<file path="src/sv/bitset_with_range_any_top_assert.svh">
// Assertion macros for the bit array with range query block.
// Used by the top level; expects a clock named clk and a reset named rst.
`ifndef BITSET_WITH_RANGE_ANY_TOP_ASSERT_SVH
`define BITSET_WITH_RANGE_ANY_TOP_ASSERT_SVH

// Check a property on every clock edge outside reset.
`define BWRA_ASSERT(lbl, prop, msg) \
  lbl: assert property (@(posedge clk) disable iff (rst) (prop)) else $error(msg);

// Check a property on every clock edge, reset included.
`define BWRA_ASSERT_ALWAYS(lbl, prop, msg) \
  lbl: assert property (@(posedge clk) (prop)) else $error(msg);

`endif

</file>
<file path="src/sv/bwra_pkg.sv">
// Types and constants shared by the bit array with range query block.
// No dependencies.
package bwra_pkg;

  localparam int INDEX_W = 10;
  localparam int RIGHT_W = 11;

  // Operation codes
  localparam logic [1:0] KIND_CLEAR = 2'd0;
  localparam logic [1:0] KIND_GET   = 2'd1;
  localparam logic [1:0] KIND_SET   = 2'd2;
  localparam logic [1:0] KIND_ANY   = 2'd3;

  // Answer source codes
  localparam logic ANS_GET = 1'b0;
  localparam logic ANS_ANY = 1'b1;

  typedef struct packed {
    logic [1:0]         kind;
    logic [INDEX_W-1:0] index;
    logic               bit_value;
    logic [RIGHT_W-1:0] right_end;
  } cmd_t;

  typedef struct packed {
    logic answer;
    logic answer_kind;
  } result_t;

endpackage

</file>
<file path="src/sv/bitset_with_range_any_top.sv">
// Top level of the bit array with range query block: sequencer, word RAM, range unit.
// Depends on bwra_pkg, bwra_ram, bwra_mask and bitset_with_range_any_top_assert.svh.
//
//  channel  | handshake               | payload
//  ---------+-------------------------+-----------------
//  command  | start, busy (accept when start & !busy) | cmd (cmd_t)
//  result   | done, one-cycle strobe  | result (result_t)
//
// Get, set and any walk the words from word 0 through one RAM read port,
// one word a cycle, with the range unit testing each word as it comes back;
// the walk stops at the first word that decides the answer or ends the range.
// Clear writes zeros to every word, one word write a cycle.
// Reset starts the same clearing pass, busy is high until it ends.
// The receiver cannot stall: a result is shown for one cycle, and a new beat
// may be accepted in that cycle.
`include "bitset_with_range_any_top_assert.svh"

module bitset_with_range_any_top
  import bwra_pkg::*;
#(
  parameter int BITS      = 1024,
  parameter int WORD_BITS = 64
) (
  input  logic    clk,
  input  logic    rst,
  input  logic    start,
  output logic    busy,
  input  cmd_t    cmd,
  output logic    done,
  output result_t result
);

  localparam int NWORDS = (BITS + WORD_BITS - 1) / WORD_BITS;
  localparam int AW     = NWORDS > 1 ? $clog2(NWORDS) : 1;
  localparam int MAXB   = NWORDS * WORD_BITS + WORD_BITS;
  localparam int CWB    = $clog2(MAXB + 1);
  localparam int CW     = CWB > RIGHT_W ? CWB : RIGHT_W;
  localparam logic [AW-1:0] LAST   = AW'(NWORDS - 1);
  localparam logic [CW-1:0] BITS_C = CW'(BITS);
  localparam logic [CW-1:0] WB_C   = CW'(WORD_BITS);

  localparam logic [1:0] S_CLR  = 2'd0;
  localparam logic [1:0] S_IDLE = 2'd1;
  localparam logic [1:0] S_SCAN = 2'd2;

  logic [1:0]    state;
  logic [1:0]    op;
  logic          bv;
  logic [CW-1:0] lo;
  logic [CW-1:0] hi;
  logic [AW-1:0] ia;
  logic [CW-1:0] ibase;
  logic          issue_on;
  logic          evld;
  logic [AW-1:0] eaddr;
  logic [CW-1:0] ebase;

  logic                 accept;
  logic [CW-1:0]        hi_raw;
  logic [CW-1:0]        hi_next;
  logic                 ram_we;
  logic [AW-1:0]        ram_waddr;
  logic [WORD_BITS-1:0] ram_wdata;
  logic                 ram_re;
  logic [WORD_BITS-1:0] rdata;
  logic [WORD_BITS-1:0] mask;
  logic                 hit;
  logic                 target;
  logic                 found_stop;
  logic                 end_word;
  logic                 fin;

  assign busy   = (state != S_IDLE);
  assign accept = start && !busy;

  // Range end: [index, index+1) for get and set, saturate everything at BITS
  assign hi_raw  = (cmd.kind == KIND_ANY) ? CW'(cmd.right_end) : (CW'(cmd.index) + CW'(1));
  assign hi_next = (hi_raw > BITS_C) ? BITS_C : hi_raw;

  bwra_ram #(
    .WIDTH(WORD_BITS),
    .DEPTH(NWORDS)
  ) u_ram (
    .clk  (clk),
    .we   (ram_we),
    .waddr(ram_waddr),
    .wdata(ram_wdata),
    .re   (ram_re),
    .raddr(ia),
    .rdata(rdata)
  );

  bwra_mask #(
    .WORD_BITS(WORD_BITS),
    .CW       (CW)
  ) u_mask (
    .word(rdata),
    .base(ebase),
    .lo  (lo),
    .hi  (hi),
    .mask(mask),
    .hit (hit)
  );

  // Decide when the word under test ends the scan
  assign target     = |mask;
  assign found_stop = target && ((op != KIND_ANY) || hit);
  assign end_word   = ((ebase + WB_C) >= hi) || (eaddr == LAST);
  assign fin        = (state == S_SCAN) && evld && (found_stop || end_word);

  // Drive RAM: zero words while clearing, write back the target word on set
  always_comb begin
    ram_re = (state == S_SCAN) && issue_on;
    if (state == S_CLR) begin
      ram_we    = 1'b1;
      ram_waddr = ia;
      ram_wdata = '0;
    end else begin
      ram_we    = fin && (op == KIND_SET) && target;
      ram_waddr = eaddr;
      ram_wdata = bv ? (rdata | mask) : (rdata & ~mask);
    end
  end

  // Sequencer
  always_ff @(posedge clk) begin
    if (rst) begin
      state    <= S_CLR;
      ia       <= '0;
      issue_on <= 1'b0;
      evld     <= 1'b0;
      done     <= 1'b0;
    end else begin
      done <= 1'b0;
      case (state)
        S_CLR: begin
          ia <= ia + AW'(1);
          if (ia == LAST) begin
            state <= S_IDLE;
          end
        end
        S_IDLE: begin
          if (accept) begin
            ia       <= '0;
            ibase    <= '0;
            issue_on <= 1'b1;
            evld     <= 1'b0;
            op       <= cmd.kind;
            bv       <= cmd.bit_value;
            lo       <= CW'(cmd.index);
            hi       <= hi_next;
            state    <= (cmd.kind == KIND_CLEAR) ? S_CLR : S_SCAN;
          end
        end
        S_SCAN: begin
          // Advance the read pointer and move the issued word to test
          evld  <= issue_on;
          eaddr <= ia;
          ebase <= ibase;
          if (issue_on) begin
            ia       <= ia + AW'(1);
            ibase    <= ibase + WB_C;
            issue_on <= (ia != LAST);
          end
          if (fin) begin
            state    <= S_IDLE;
            issue_on <= 1'b0;
            evld     <= 1'b0;
            ia       <= '0;
            if (op != KIND_SET) begin
              done               <= 1'b1;
              result.answer      <= hit;
              result.answer_kind <= (op == KIND_ANY) ? ANS_ANY : ANS_GET;
            end
          end
        end
        default: begin
          state <= S_IDLE;
        end
      endcase
    end
  end

  // Checks
  `BWRA_ASSERT(a_done_idle, done |-> !busy, "result strobe while block busy")
  `BWRA_ASSERT(a_done_pulse, done |=> !done, "result strobe longer than one cycle")
  `BWRA_ASSERT(a_clear_busy, (accept && cmd.kind == KIND_CLEAR) |=> (state == S_CLR),
               "clear command did not start the clearing pass")
  `BWRA_ASSERT_ALWAYS(a_reset_clear, rst |=> busy, "block ready right after reset")

endmodule

</file>
<file path="src/sv/bwra_ram.sv">
// Generic single-write, single-read RAM with registered read data.
// No dependencies.
module bwra_ram #(
  parameter int WIDTH = 64,
  parameter int DEPTH = 16
) (
  input  logic                                  clk,
  input  logic                                  we,
  input  logic [(DEPTH > 1 ? $clog2(DEPTH) : 1)-1:0] waddr,
  input  logic [WIDTH-1:0]                      wdata,
  input  logic                                  re,
  input  logic [(DEPTH > 1 ? $clog2(DEPTH) : 1)-1:0] raddr,
  output logic [WIDTH-1:0]                      rdata
);

  logic [WIDTH-1:0] mem [DEPTH];

  // Write port
  always_ff @(posedge clk) begin
    if (we) begin
      mem[waddr] <= wdata;
    end
  end

  // Registered read port
  always_ff @(posedge clk) begin
    if (re) begin
      rdata <= mem[raddr];
    end
  end

endmodule

</file>
<file path="src/sv/bwra_mask.sv">
// Shared range unit: builds the mask of word bits inside [lo, hi) and tests it.
// Depends on nothing but its parameters.
module bwra_mask #(
  parameter int WORD_BITS = 64,
  parameter int CW        = 17
) (
  input  logic [WORD_BITS-1:0] word,
  input  logic [CW-1:0]        base,
  input  logic [CW-1:0]        lo,
  input  logic [CW-1:0]        hi,
  output logic [WORD_BITS-1:0] mask,
  output logic                 hit
);

  localparam int OW = $clog2(WORD_BITS + 1);
  localparam logic [CW-1:0] WB = CW'(WORD_BITS);

  logic [CW-1:0] dlo;
  logic [CW-1:0] dhi;
  logic [OW-1:0] olo;
  logic [OW-1:0] ohi;

  // Clamp both range ends to word-relative offsets 0..WORD_BITS
  assign dlo = lo - base;
  assign dhi = hi - base;

  always_comb begin
    if (lo <= base) begin
      olo = '0;
    end else if (dlo >= WB) begin
      olo = OW'(WORD_BITS);
    end else begin
      olo = dlo[OW-1:0];
    end
    if (hi <= base) begin
      ohi = '0;
    end else if (dhi >= WB) begin
      ohi = OW'(WORD_BITS);
    end else begin
      ohi = dhi[OW-1:0];
    end
  end

  // Mark positions olo <= p < ohi
  always_comb begin
    for (int p = 0; p < WORD_BITS; p++) begin
      mask[p] = (OW'(p) >= olo) && (OW'(p) < ohi);
    end
  end

  assign hit = |(word & mask);

endmodule
</file>
<file path="config.mk">
export PLATFORM = sky130hd
export DESIGN_NAME = bitset_with_range_any_top
export DESIGN_NICKNAME = d
export VERILOG_FILES = /design/src/sv/bwra_pkg.sv /design/src/sv/bitset_with_range_any_top.sv /design/src/sv/bwra_ram.sv /design/src/sv/bwra_mask.sv
export VERILOG_INCLUDE_DIRS = /design/src /design/src/sv
export SDC_FILE = /design/constraint.sdc
export NUM_CORES = 1
export LEC_CHECK = 0
export ABC_AREA = 1
export BUFFER_PORTS_ARGS = -buffer_cell sky130_fd_sc_hd__buf_4
export CAP_MARGIN = 20
export CORE_ASPECT_RATIO = 1.75
export CORE_MARGIN = 2
export CORE_UTILIZATION = 55
export DETAILED_ROUTE_END_ITERATION = 8
export PLACE_DENSITY_LB_ADDON = 0.12
export SLEW_MARGIN = 20
export SYNTH_ARGS = -nofsm -noshare
export SYNTH_HDL_FRONTEND = slang
export SYNTH_SLANG_ARGS = --single-unit
</file>
<file path="constraint.sdc">
create_clock -name clk -period 16.58 [get_ports clk]
set_input_delay 0.829 -clock clk [delete_from_list [all_inputs] [get_ports clk]]
set_output_delay 0.829 -clock clk [all_outputs]
set_load 0.01 [all_outputs]
</file>
Word-level counts from Yosys, hierarchy flattened
Memory sizes are Yosys's and may differ from the RTL's. A register that Yosys moved wholly into a read port is not among the register bits.
Index checks and enable logic that the tools add are counted.
- input port bits: 27
- register bits after elaboration: 61
- output and inout bits: 4
- memories: 1
- logic and storage cells: 299
- bits in writable memories: 1024
- add/sub/neg operators: 6
- reduce and logical (&&, ||, !) cells: 89
- order comparisons: 134
- bitwise logic cells: 7
- equality and inequality tests: 16
- mux-type cells: 32
- memories (memory ; depth ; width ; rd ports ; clocked after memory_dff ; write ports ; line ; text):
    u_ram.mem ; 16 ; 64 ; 1 ; 1 ; 1 ; bwra_ram.sv:16 ; logic [WIDTH-1:0] mem [DEPTH];
- operators with widths (operator ; count):
    $ge A6 B7 Y1 const A ; 32
    $lt A6 B7 Y1 const A ; 32
    $and A64 B64 Y64 ; 2
    $mux W64 ; 2
    $reduce_or A64 Y1 ; 2
    $ge A5 B7 Y1 const A ; 16
    $lt A5 B7 Y1 const A ; 16
    $logic_and A1 B1 Y1 ; 71
    $not A64 Y64 ; 1
    $or A64 B64 Y64 ; 1
    $ge A4 B7 Y1 const A ; 8
    $lt A4 B7 Y1 const A ; 8
    $mux W11 ; 3
    $ge A3 B7 Y1 const A ; 4
    $lt A3 B7 Y1 const A ; 4
    $mux W7 ; 4
    $add A11 B7 Y11 const B ; 2
    $ge A11 B7 Y1 const B ; 2
    $pmux W11 S2 ; 1
    $mux W4 ; 4
    $ge A1 B7 Y1 const A ; 2
    $ge A2 B7 Y1 const A ; 2
    $lt A1 B7 Y1 const A ; 2
    $lt A2 B7 Y1 const A ; 2
    other kinds (30) ; 61

Depth between registers and ports, before layout
Gate-level depths: netlist of the first run.
- word-level depth: 17
- mapped depth: 29

Modules after synthesis
A second synthesis of the first run with hierarchy kept.
- cell total of the unflattened synthesis: 5487
- area, all modules: 53425.0 um^2
- by module, submodules not included (module ; times used ; cells an instance ; area an instance (um^2)):
    bwra_ram ; 1 ; 4210 ; 45926.5
    bwra_mask ; 1 ; 807 ; 4045.1
    bitset_with_range_any_top ; 1 ; 470 ; 3453.3

Least setup slack after synthesis of the first run
Ideal clock, no wire load.
- path kind: register -> register
- from: register ebase[8]
- to: memory u_ram.mem[0][0] (enable)
- arrival: 5391 ps
- slack: 10703 ps
- period minus slack after synthesis: 5877 ps
- path buffers: 1
- setup time: 486 ps
- stages on the path, launching flop included: 23
- cell sequence: edfxtp_1 -> inv_1 -> ha_1 -> nand2_1 -> nand3b_1 -> nor2_2 -> nand3_1 -> buf_2 -> a21oi_1 -> nand3_1 -> nand2_1 -> inv_1 -> nand2_1 -> nor2_1 -> nand3_1 -> nor2_1 -> nand3_1 -> nand2_1 -> nand2_2 -> nand2_4 -> o21ai_4 -> nand3_2 -> nor2_1
- longest elaborated chain between the ends: 17
- elaborated cells on any way between the ends: 217
- those cells by class: 3 x add/sub; 133 x order compare; 7 x mux; 1 x bitwise; 73 x reduce/logical
- RTL lines (item ; line ; text):
    start: declaration ; bitset_with_range_any_top.sv:56 ; logic [CW-1:0] ebase;
    start signal: assignment ; bitset_with_range_any_top.sv:159 ; ebase <= ibase;
    $sub A10 B11 Y11 / $sub A11 B11 Y11 (equally long branches) ; bwra_mask.sv:24, bwra_mask.sv:25 ;
    $ge A11 B7 Y1 (on tied branches) ; bwra_mask.sv:30, bwra_mask.sv:37 ;
    $mux W7 (on tied branches) ; bwra_mask.sv:30, bwra_mask.sv:37 ;
    $mux W7 (on tied branches) ; bwra_mask.sv:28, bwra_mask.sv:35 ;
    $ge A1 B7 Y1, or another cell as far along ; bwra_mask.sv:47 ; mask[p] = (OW'(p) >= olo) && (OW'(p) < ohi);
    $logic_and A1 B1 Y1 ; bwra_mask.sv:47 ;
    $and A64 B64 Y64 ; bwra_mask.sv:51 ; assign hit = |(word & mask);
    $reduce_or A64 Y1 ; bwra_mask.sv:51 ;
    $logic_or A1 B1 Y1 ; bitset_with_range_any_top.sv:107 ; assign found_stop = target && ((op != KIND_ANY) || hit);
    $logic_and A1 B1 Y1 ; bitset_with_range_any_top.sv:107 ;
    $logic_or A1 B1 Y1 ; bitset_with_range_any_top.sv:109 ; assign fin = (state == S_SCAN) && evld && (found_stop || end_word);
    $logic_and A1 B1 Y1 ; bitset_with_range_any_top.sv:109 ;
    $logic_and A1 B1 Y1 ; bitset_with_range_any_top.sv:119 ; ram_we = fin && (op == KIND_SET) && target;
    $logic_and A1 B1 Y1 * ; bitset_with_range_any_top.sv:119 ;
    $mux W1 * ; bitset_with_range_any_top.sv:114 ; if (state == S_CLR) begin
    $mux W1 * ; bwra_ram.sv:20 ; if (we) begin
    $mux W1 (implied by the code) * ; bwra_ram.sv:21 ; mem[waddr] <= wdata;
    end: declaration ; bwra_ram.sv:16 ;
Mark *: on every way between the ends. The rest lies on a longest branch, timed or not.

Final worst setup path of the first run
- from: register ebase[6]
- to: memory u_ram.mem[4][28] (enable)
The elaborated chain is that of the path after synthesis.

==> key figures, run 1 <==
Run status
  • Status: complete, no violations

Clock tree
  • CTS tree: done
  • Num CTS Buffers: between 90 and 100
  • Skew-Pair Late Insertion Delay: about 0.7 ns
  • Hold_buf cts: 0
  • Root buf cell: clkbuf_16
  • CTS Sinks: 1137
  • Clock Tree Buf Depth: 3
  • Clock transition at path regs: roughly 0.070 ns
  • Setup Buffers After CTS: 0
  • Post-cts resize count: 0
  • H-tree depth: 3

STA
  • Tcrit/Tclk final: a little over a third
  • Final hold vios: 0
  • Max Slew Vio Count: 0
  • F_max: ~170 MHz
  • Setup violations, final: 0
  • Slew Limit Headroom: between 20% and 30%
  • Fin crit period: about 6 ns
  • Clock skew: 0.0276 ns
  • Setup TNS: 0 ns
  • RSZ-0062 raised after global routing: no
  • Pin slew with the least headroom to its limit: between 1 and 1.5 ns

Placed design
  • Post-DP HPWL: 73600 um
  • Placer Congestion: ~0.98
  • PortBufs: 30

Logic synthesis
  • Synth unique cells: 46
  • Synth warn: 0
  • Sequential area share after synthesis: 72.1%
  • Post-synth ARST share: 0%
  • Synthesized area per cell: 12.1 um^2
  • Net Count, Synth: 3954
  • EDFF count, synth: 1128
  • Post-synthesis cell count: slightly below 4000
  • Number of synthesized register bits: 1137
  • Synth Flop Type: edfxtp_1
  • Mapped cell area: ~47000 um^2

Final layout
  • Area of the multi-input gates: about 12000 um^2
  • Commonest cells after routing, fill and taps aside: 1128 x edfxtp_1, 636 x nor2_1, 565 x o21ai_0
  • Register Area: around 34000 um^2
  • Layout cells sized above 1: under 10%
  • Synth-to-layout area growth: 10.2%
  • Commonest non-fill, non-tap cell in the layout: edfxtp_1
  • # nets final: about 4000
  • FILL cells: 6711

Global route
  • Global route overflow: 0
  • Largest net degree at the start of global routing: ~160
  • First-pass GRT wire length: between 150000 and 200000 um
  • Number of global-route vias before repair: a little over 30000
  • Tot GR Track Use: 29.3%
  • Initial antenna violation count: 0

Power and ir drop
  • Total power: 0.00775 W
  • Peak supply drop: 106 uV
  • Leak: 17.6 nW
  • Cell Pwr Density: 149 nW/um^2

Detailed routing
  • Vias: 31523
  • Final ANT Viol Nets: 0
  • Vias per cell: 6.24
  • Drt wl/cell: about 26 um
  • Router iterations before antenna repair: 6
  • Drt total wl: approximately 130000 um
  • Met3 Routed Length: a little under 8000 um
  • DRT iter0 DRCs: just over 3000
  • Met2 WL post-DR: 65300 um
  • Met1 wire length: 50800 um
  • Residual DRC count: 0
  • Top Layer Used: met4

Floorplan
  • Row count: between 100 and 150
  • Die area: 88300 um^2
  • Die H: 392 um
  • Die W: roughly 230 um
  • Initial Utilization: a little under three fifths
  • Core Region: about 85000 um^2
  • Io pins: 31

Critical path
  • Setup crit start kind: flop
  • Crit-path max FO: between 40 and 50
  • Flop-to-flop setup slack: ~11 ns
  • Crit path from: ebase[6]
  • Crit end category: flop
  • Worst Path Arrival: roughly 6.3 ns
  • R2R Path Start: ebase[6]
  • Worst Path Required: ~17 ns
  • Worst setup path category: reg2reg

Hold path
  • Worst Min Path Start: cmd[11]
  • Worst hold-check path type: in2reg

Flow run
  • Max-Cap Viols: 0
[report_power, final]
part,switching [W],leakage (nW),internal [W]
clock,0.00102,1.54,0.00127
combinational,0.00128,5.50,0.000423
sequential,0.0000937,10.5,0.00367
total,0.00239,17.6,0.00536
[metal layers]
metal  vias to the layer above  GRT usage [%]
met2                      1235           50.7
li1                      14340              -
met1                     15697           37.5
met5                         -              0
met3                       251           3.64
met4                         0           12.1
[area by class of cell]
type | count | share of cell area, %
inverters | 134 | 1.00
multi-input cells | 2400 | 23.0
clock inverters | 55 | 1.05
clock buffers | 123 | 5.01
diodes | 1 | 0.00481
well taps | 1080 | 2.60
repair buffers | 118 | 1.85
flip-flops and latches | 1137 | 65.5
[per-stage QoR]
stage                     cells  instance area (um^2)  hold WS [ns]  utilization (%)  setup slack [ns]
after floorplan            3905                 47200         0.435                -             10.70
after global placement     4863                 48700         0.457             57.1             10.71
after detailed placement   4868                 48800         0.466             57.2             10.60
after CTS                  5046                 51900         0.262             60.9             10.60
after global routing       5047                 52000         0.287             61.0             10.33
final                      5048                 52000         0.303             61.0             10.57
[worst max-delay path: stages, from the launching register on]
cell and delay [ns]:
edfxtp_1 0.42, inv_1 0.14, ha_1 0.29, inv_2 0.08, nand3_2 0.08, nor2_4 0.19, nand2_2 0.43, nand2_1 0.43
inv_2 0.15, nor2_1 0.39, nand2_1 0.13, nand4_1 0.15, nor2_1 0.07, nand3b_1 0.07, nor2_1 0.05, nand2_1 0.09
nand2_1 0.08, nand2_2 0.08, nand2_4 0.10, o21ai_4 0.22, nand3_2 0.23, nor2_4 0.78, buf_4 0.86
[path summary, 6_finish.rpt]
path                       to  cells after the start
max          u_ram.mem[4][28]                     22
min                        bv                      1
max reg2reg  u_ram.mem[4][28]                     22
min reg2reg              evld                      2
[synth_stat cells, drive strengths merged, types with 5 or more instances]
cell type  instances  share of area [%]
o221ai           104                1.9
nand2            436                3.5
buf               29               0.32
nor3               8              0.085
xor2               5              0.093
inv              132                1.0
o21ai            569                6.1
o22ai            154                2.0
o211ai            30               0.48
clkbuf           205                1.6
nand4             49               0.66
a21oi            104                1.1
dfxtp              9               0.38
edfxtp          1128                 72
nand3            237                2.6
nor2             660                5.3
ha                22               0.58
[cells by family (layout without fill, tap and decap cells)]
family | after synthesis | count (layout) | synth area share [%]
buf+inv | 368 | 430 | 3.01
mux | 1 | 1 | 0.0212
simple gates | 1400 | 1400 | 12.4
compound gates | 970 | 970 | 11.8
fa+ha+maj | 22 | 22 | 0.583
flops | 1137 | 1137 | 72.1
xor+xnor | 7 | 7 | 0.130
other cells | 0 | 1 | 0
[state kept, by name, indices dropped and copies added (netlist names)]
register and count:
bv 1, done 1, eaddr 4, ebase 5, evld 1, hi 11, ia 4, ibase 5
issue_on 1, lo 10, op 2, result 2, state 2, u_ram.mem 1024, u_ram.rdata 64
Note: power is estimated with default switching activity, not from simulation.
==> run 2, diff against run 1 <==
ABC_AREA = 0   (was 1)
clock period = 6.2 ns   (was 16.58 ns; I/O delays follow)
==> run 2 against run 1 <==
Compared with the run above: synthesized cell count shrank 39%; register-to-register slack lost 10 ns; clock skew grew 0.017 ns; count of clock-buffer cells in the layout shrank 10; global-route usage grew 1.3 points; core utilization grew 1.3 points; flip-flop and latch count is the same; critical endpoint is now issue_on; largest power group unchanged.
==> key figures, run 2 <==
Run status
  • Status: complete, no violations

STA
  • Setup ws final: 0.324 ns (-10.25 ns)
  • Final hold vios: 0 (unchanged)
  • Pin slew with the least headroom to its limit: 1.14 ns (-0.0192 ns)
  • RSZ-0062 raised after global routing: no
  • Max Slew Vio Count: 0 (unchanged)
  • Tcrit/Tclk final: 94.8% (+59 points)
  • Setup TNS: 0 ns (unchanged)
  • Slew Limit Headroom: 24.0% (+0.94 points)
  • Setup violations, final: 0 (unchanged)
  • Clock skew: 0.0444 ns (+0.0168 ns)
  • F_max: 170 MHz (+2.3%)
  • Fin crit period: 5.88 ns (-0.133 ns)

Floorplan
  • Core Region: 84300 um^2 (-1.1%)
  • Die W: 224 um (-0.50%)
  • Die H: 390 um (-0.51%)
  • Initial Utilization: 55.4% (about the same)
  • Die area: 87400 um^2 (-1.0%)
  • Row count: 141 (-0.70%)
  • Io pins: 31 (unchanged)

Final layout
  • Largest register FFs: 1024 (unchanged)
  • Largest registers: u_ram.mem x1024, u_ram.rdata x64, hi x11
  • Layout cells sized above 1: 25.5% (+17 points)
  • Largest Register: u_ram.mem
  • Commonest non-fill, non-tap cell in the layout: edfxtp_1
  • Synth-to-layout area growth: 12.5%
  • FILL cells: 5868 (-13%)
  • Register Area: 34100 um^2 (unchanged)
  • Commonest cells after routing, fill and taps aside: 1128 x edfxtp_1, 320 x mux4_2, 123 x nor2_1
  • Finished Core Util: 62.3% (+1.3 points)
  • # nets final: 2560 (-35%)
  • Final cell count without fillers: 3658 (-28%)
  • Area of the multi-input gates: 12300 um^2 (+2.2%)

Logic synthesis
  • Net Count, Synth: 2436 (-38%)
  • Post-synthesis cell count: 2387 (-39%)
  • Number of synthesized register bits: 1137 (unchanged)
  • Post-synth ARST share: 0% (unchanged)
  • Synth Flop Type: edfxtp_1
  • Synthesized area per cell: 19.6 um^2 (+62%)
  • Main combinational cell family by area after synthesis: multiplexers
  • Top post-synthesis cells by area: edfxtp_1 72%, mux4_2 15%, mux2i_1 1.2%
  • Synth Area in Compound Gates: 3.94% (-7.8 points)
  • Post-synthesis xor/xnor area fraction: 0.244% (+0.11 points)
  • Mux contribution to synthesized area: 16.7% (+17 points)
  • Sequential area share after synthesis: 72.9% (+0.74 points)
  • Post-synthesis simple-gate area fraction: 4.34% (-8.1 points)
  • EDFF count, synth: 1128 (unchanged)
  • Top cell type's share of synthesized area: 72.5% (+0.74 points)
  • Largest area contributor in the netlist: edfxtp_1
  • Most frequent cell after synthesis: edfxtp_1
  • Synth warn: 0 (unchanged)
  • Mapped cell area: 46700 um^2 (-1.0%)
  • Adder-cell area share of the yosys netlist: 0.589% (+0.0060 points)
  • Synth unique cells: 91 (+98%)
  • Top post-synthesis cells by count: 1128 x edfxtp_1, 320 x mux4_2, 152 x nor2_1, 94 x clkbuf_1, 81 x nand2_1

Detailed routing
  • DRT iter0 DRCs: 2480 (-20%)
  • Residual DRC count: 0 (unchanged)
  • Vias per cell: 6.72 (+7.7%)
  • Router iterations before antenna repair: 5 (-1)
  • Drt total wl: 130000 um (+0.93%)
  • Final ANT Viol Nets: 0 (unchanged)
  • Vias: 24595 (-22%)
  • Drt wl/cell: 35.7 um (+39%)

Placed design
  • Placer Congestion: 1.01 (+2.3%)
  • Placed cells: 3467 (-29%)
  • Post-DP HPWL: 82700 um (+12%)
  • Placement-stage worst setup slack: 0.624 ns (-9.98 ns)
  • PortBufs: 30 (unchanged)

Hold path
  • Worst hold endpoint: hi[2]
  • Worst Min Path Start: cmd[2]
  • Worst hold stages: 3 (+2)
  • Worst hold-check path type: in2reg

Global route
  • Global route overflow: 0 (unchanged)
  • Initial antenna violation count: 2 (+2)
  • First-pass GRT wire length: 186000 um (-2.3%)
  • Largest net degree at the start of global routing: 75 (-53%)
  • Number of global-route vias before repair: 25393 (-17%)
  • Tot GR Track Use: 30.6% (+1.3 points)

Critical path
  • Worst setup path category: reg2reg
  • Crit path from: ebase[6]
  • Worst path max stage delay: 0.75 ns (-0.11 ns)
  • Worst Path Arrival: 6.53 ns (+0.20 ns)
  • Crit-path max FO: 11 (-75%)
  • Slowest CP cell: a2111oi_0
  • Worst reg2reg path endpoint: issue_on
  • Reg2Reg Depth: 16 (-27%)
  • Worst path cell trace: inv_1, ha_1, nand4_1, nor2_1, nor2_4, buf_4, a311o_1, o22ai_1, a2111oi_0, o2111ai_1, or4_1, o31a_4, o21ai_4, nand2_1, a311oi_1, dlygate4sd3_1
  • Flop-to-flop setup slack: 0.32 ns (-10.25 ns)
  • Setup crit start kind: flop
  • Worst Path Required: 6.85 ns (-10.05 ns)
  • R2R Path Start: ebase[6]
  • Crit end category: flop

Clock tree
  • Num CTS Buffers: 97 (-1.0%)
  • Hold_buf cts: 17 (+17)
  • Setup Buffers After CTS: 0 (unchanged)
  • H-tree depth: 3 (unchanged)
  • CTS tree: done
  • Root buf cell: clkbuf_16
  • Skew-Pair Late Insertion Delay: 0.71 ns (about the same)
  • Clock Tree Buf Depth: 3 (unchanged)
  • CTS Sinks: 1137 (unchanged)
  • Post-cts resize count: 0 (unchanged)
  • Clock transition at path regs: 0.06 ns (about the same)

Power and ir drop
  • Peak supply drop: 340 uV (+220%)
  • Cell Pwr Density: 392 nW/um^2 (+160%)
  • Leak: 16.8 nW (-4.5%)
  • Total power: 0.0206 W (+170%)

Flow run
  • Max-Cap Viols: 0 (unchanged)
## run 2: worst max-delay path, delay by kind of cell (launching register included)
| kind | cells | cell delay (ns) |
|---|---|---|
| compound gates | 7 | 2.43 |
| simple gates | 5 | 1.66 |
| buf+inv | 3 | 0.96 |
| flops | 1 | 0.41 |
| fa+ha+maj | 1 | 0.32 |
## run 2: final cells by class
| class | instances | area share, % |
|---|---|---|
| well taps | 1072 | 2.55 |
| repair buffers | 150 | 3.08 |
| clock buffers | 113 | 4.73 |
| clock inverters | 60 | 1.25 |
| inverters | 38 | 0.281 |
| diodes | 1 | 0.00476 |
| flip-flops and latches | 1137 | 64.8 |
| multi-input cells | 1087 | 23.3 |
## run 2: cells by family after synthesis
| family | Yosys count |
|---|---|
| simple gates | 415 |
| mux | 379 |
| compound gates | 258 |
| buf+inv | 163 |
| flops | 1137 |
| fa+ha+maj | 22 |
| xor+xnor | 13 |
## run 2: how the worst max path moves through the flow
stage	end	slack, ns
2_1_floorplan	u_ram.mem[0][0]	0.1
3_3_place_gp	u_ram.mem[8][17]	0.60
3_5_place_dp	u_ram.mem[8][17]	0.62
4_1_cts	issue_on	0.34
5_1_grt	issue_on	0.10
6_report	issue_on	0.32
## run 2: per-stage QoR
stage	hold WS, ns	instance area [um^2]
5_1_grt	0.0672	52600
3_5_place_dp	0.503	49200
3_3_place_gp	0.498	49200
4_1_cts	0.0142	52500
2_1_floorplan	0.406	46700
6_report	0.0714	52600
## run 2: per-layer routing
metal	track usage, %	part of all wire, %	up-vias
li1	-	-	10179
met1	37.9	36	13106
met2	52.3	52	1009
met3	4.18	5.7	299
met4	16.9	5.9	2
met5	0	0.011	-
## run 2: power by group
part | internal, W | total (W) | leakage [nW] | switching [W]
combinational | 0.00206 | 0.00459 | 4.61 | 0.00253
clock | 0.00335 | 0.00608 | 1.54 | 0.00273
sequential | 0.00965 | 0.00993 | 10.6 | 0.000278
total | 0.0151 | 0.0206 | 16.8 | 0.00554
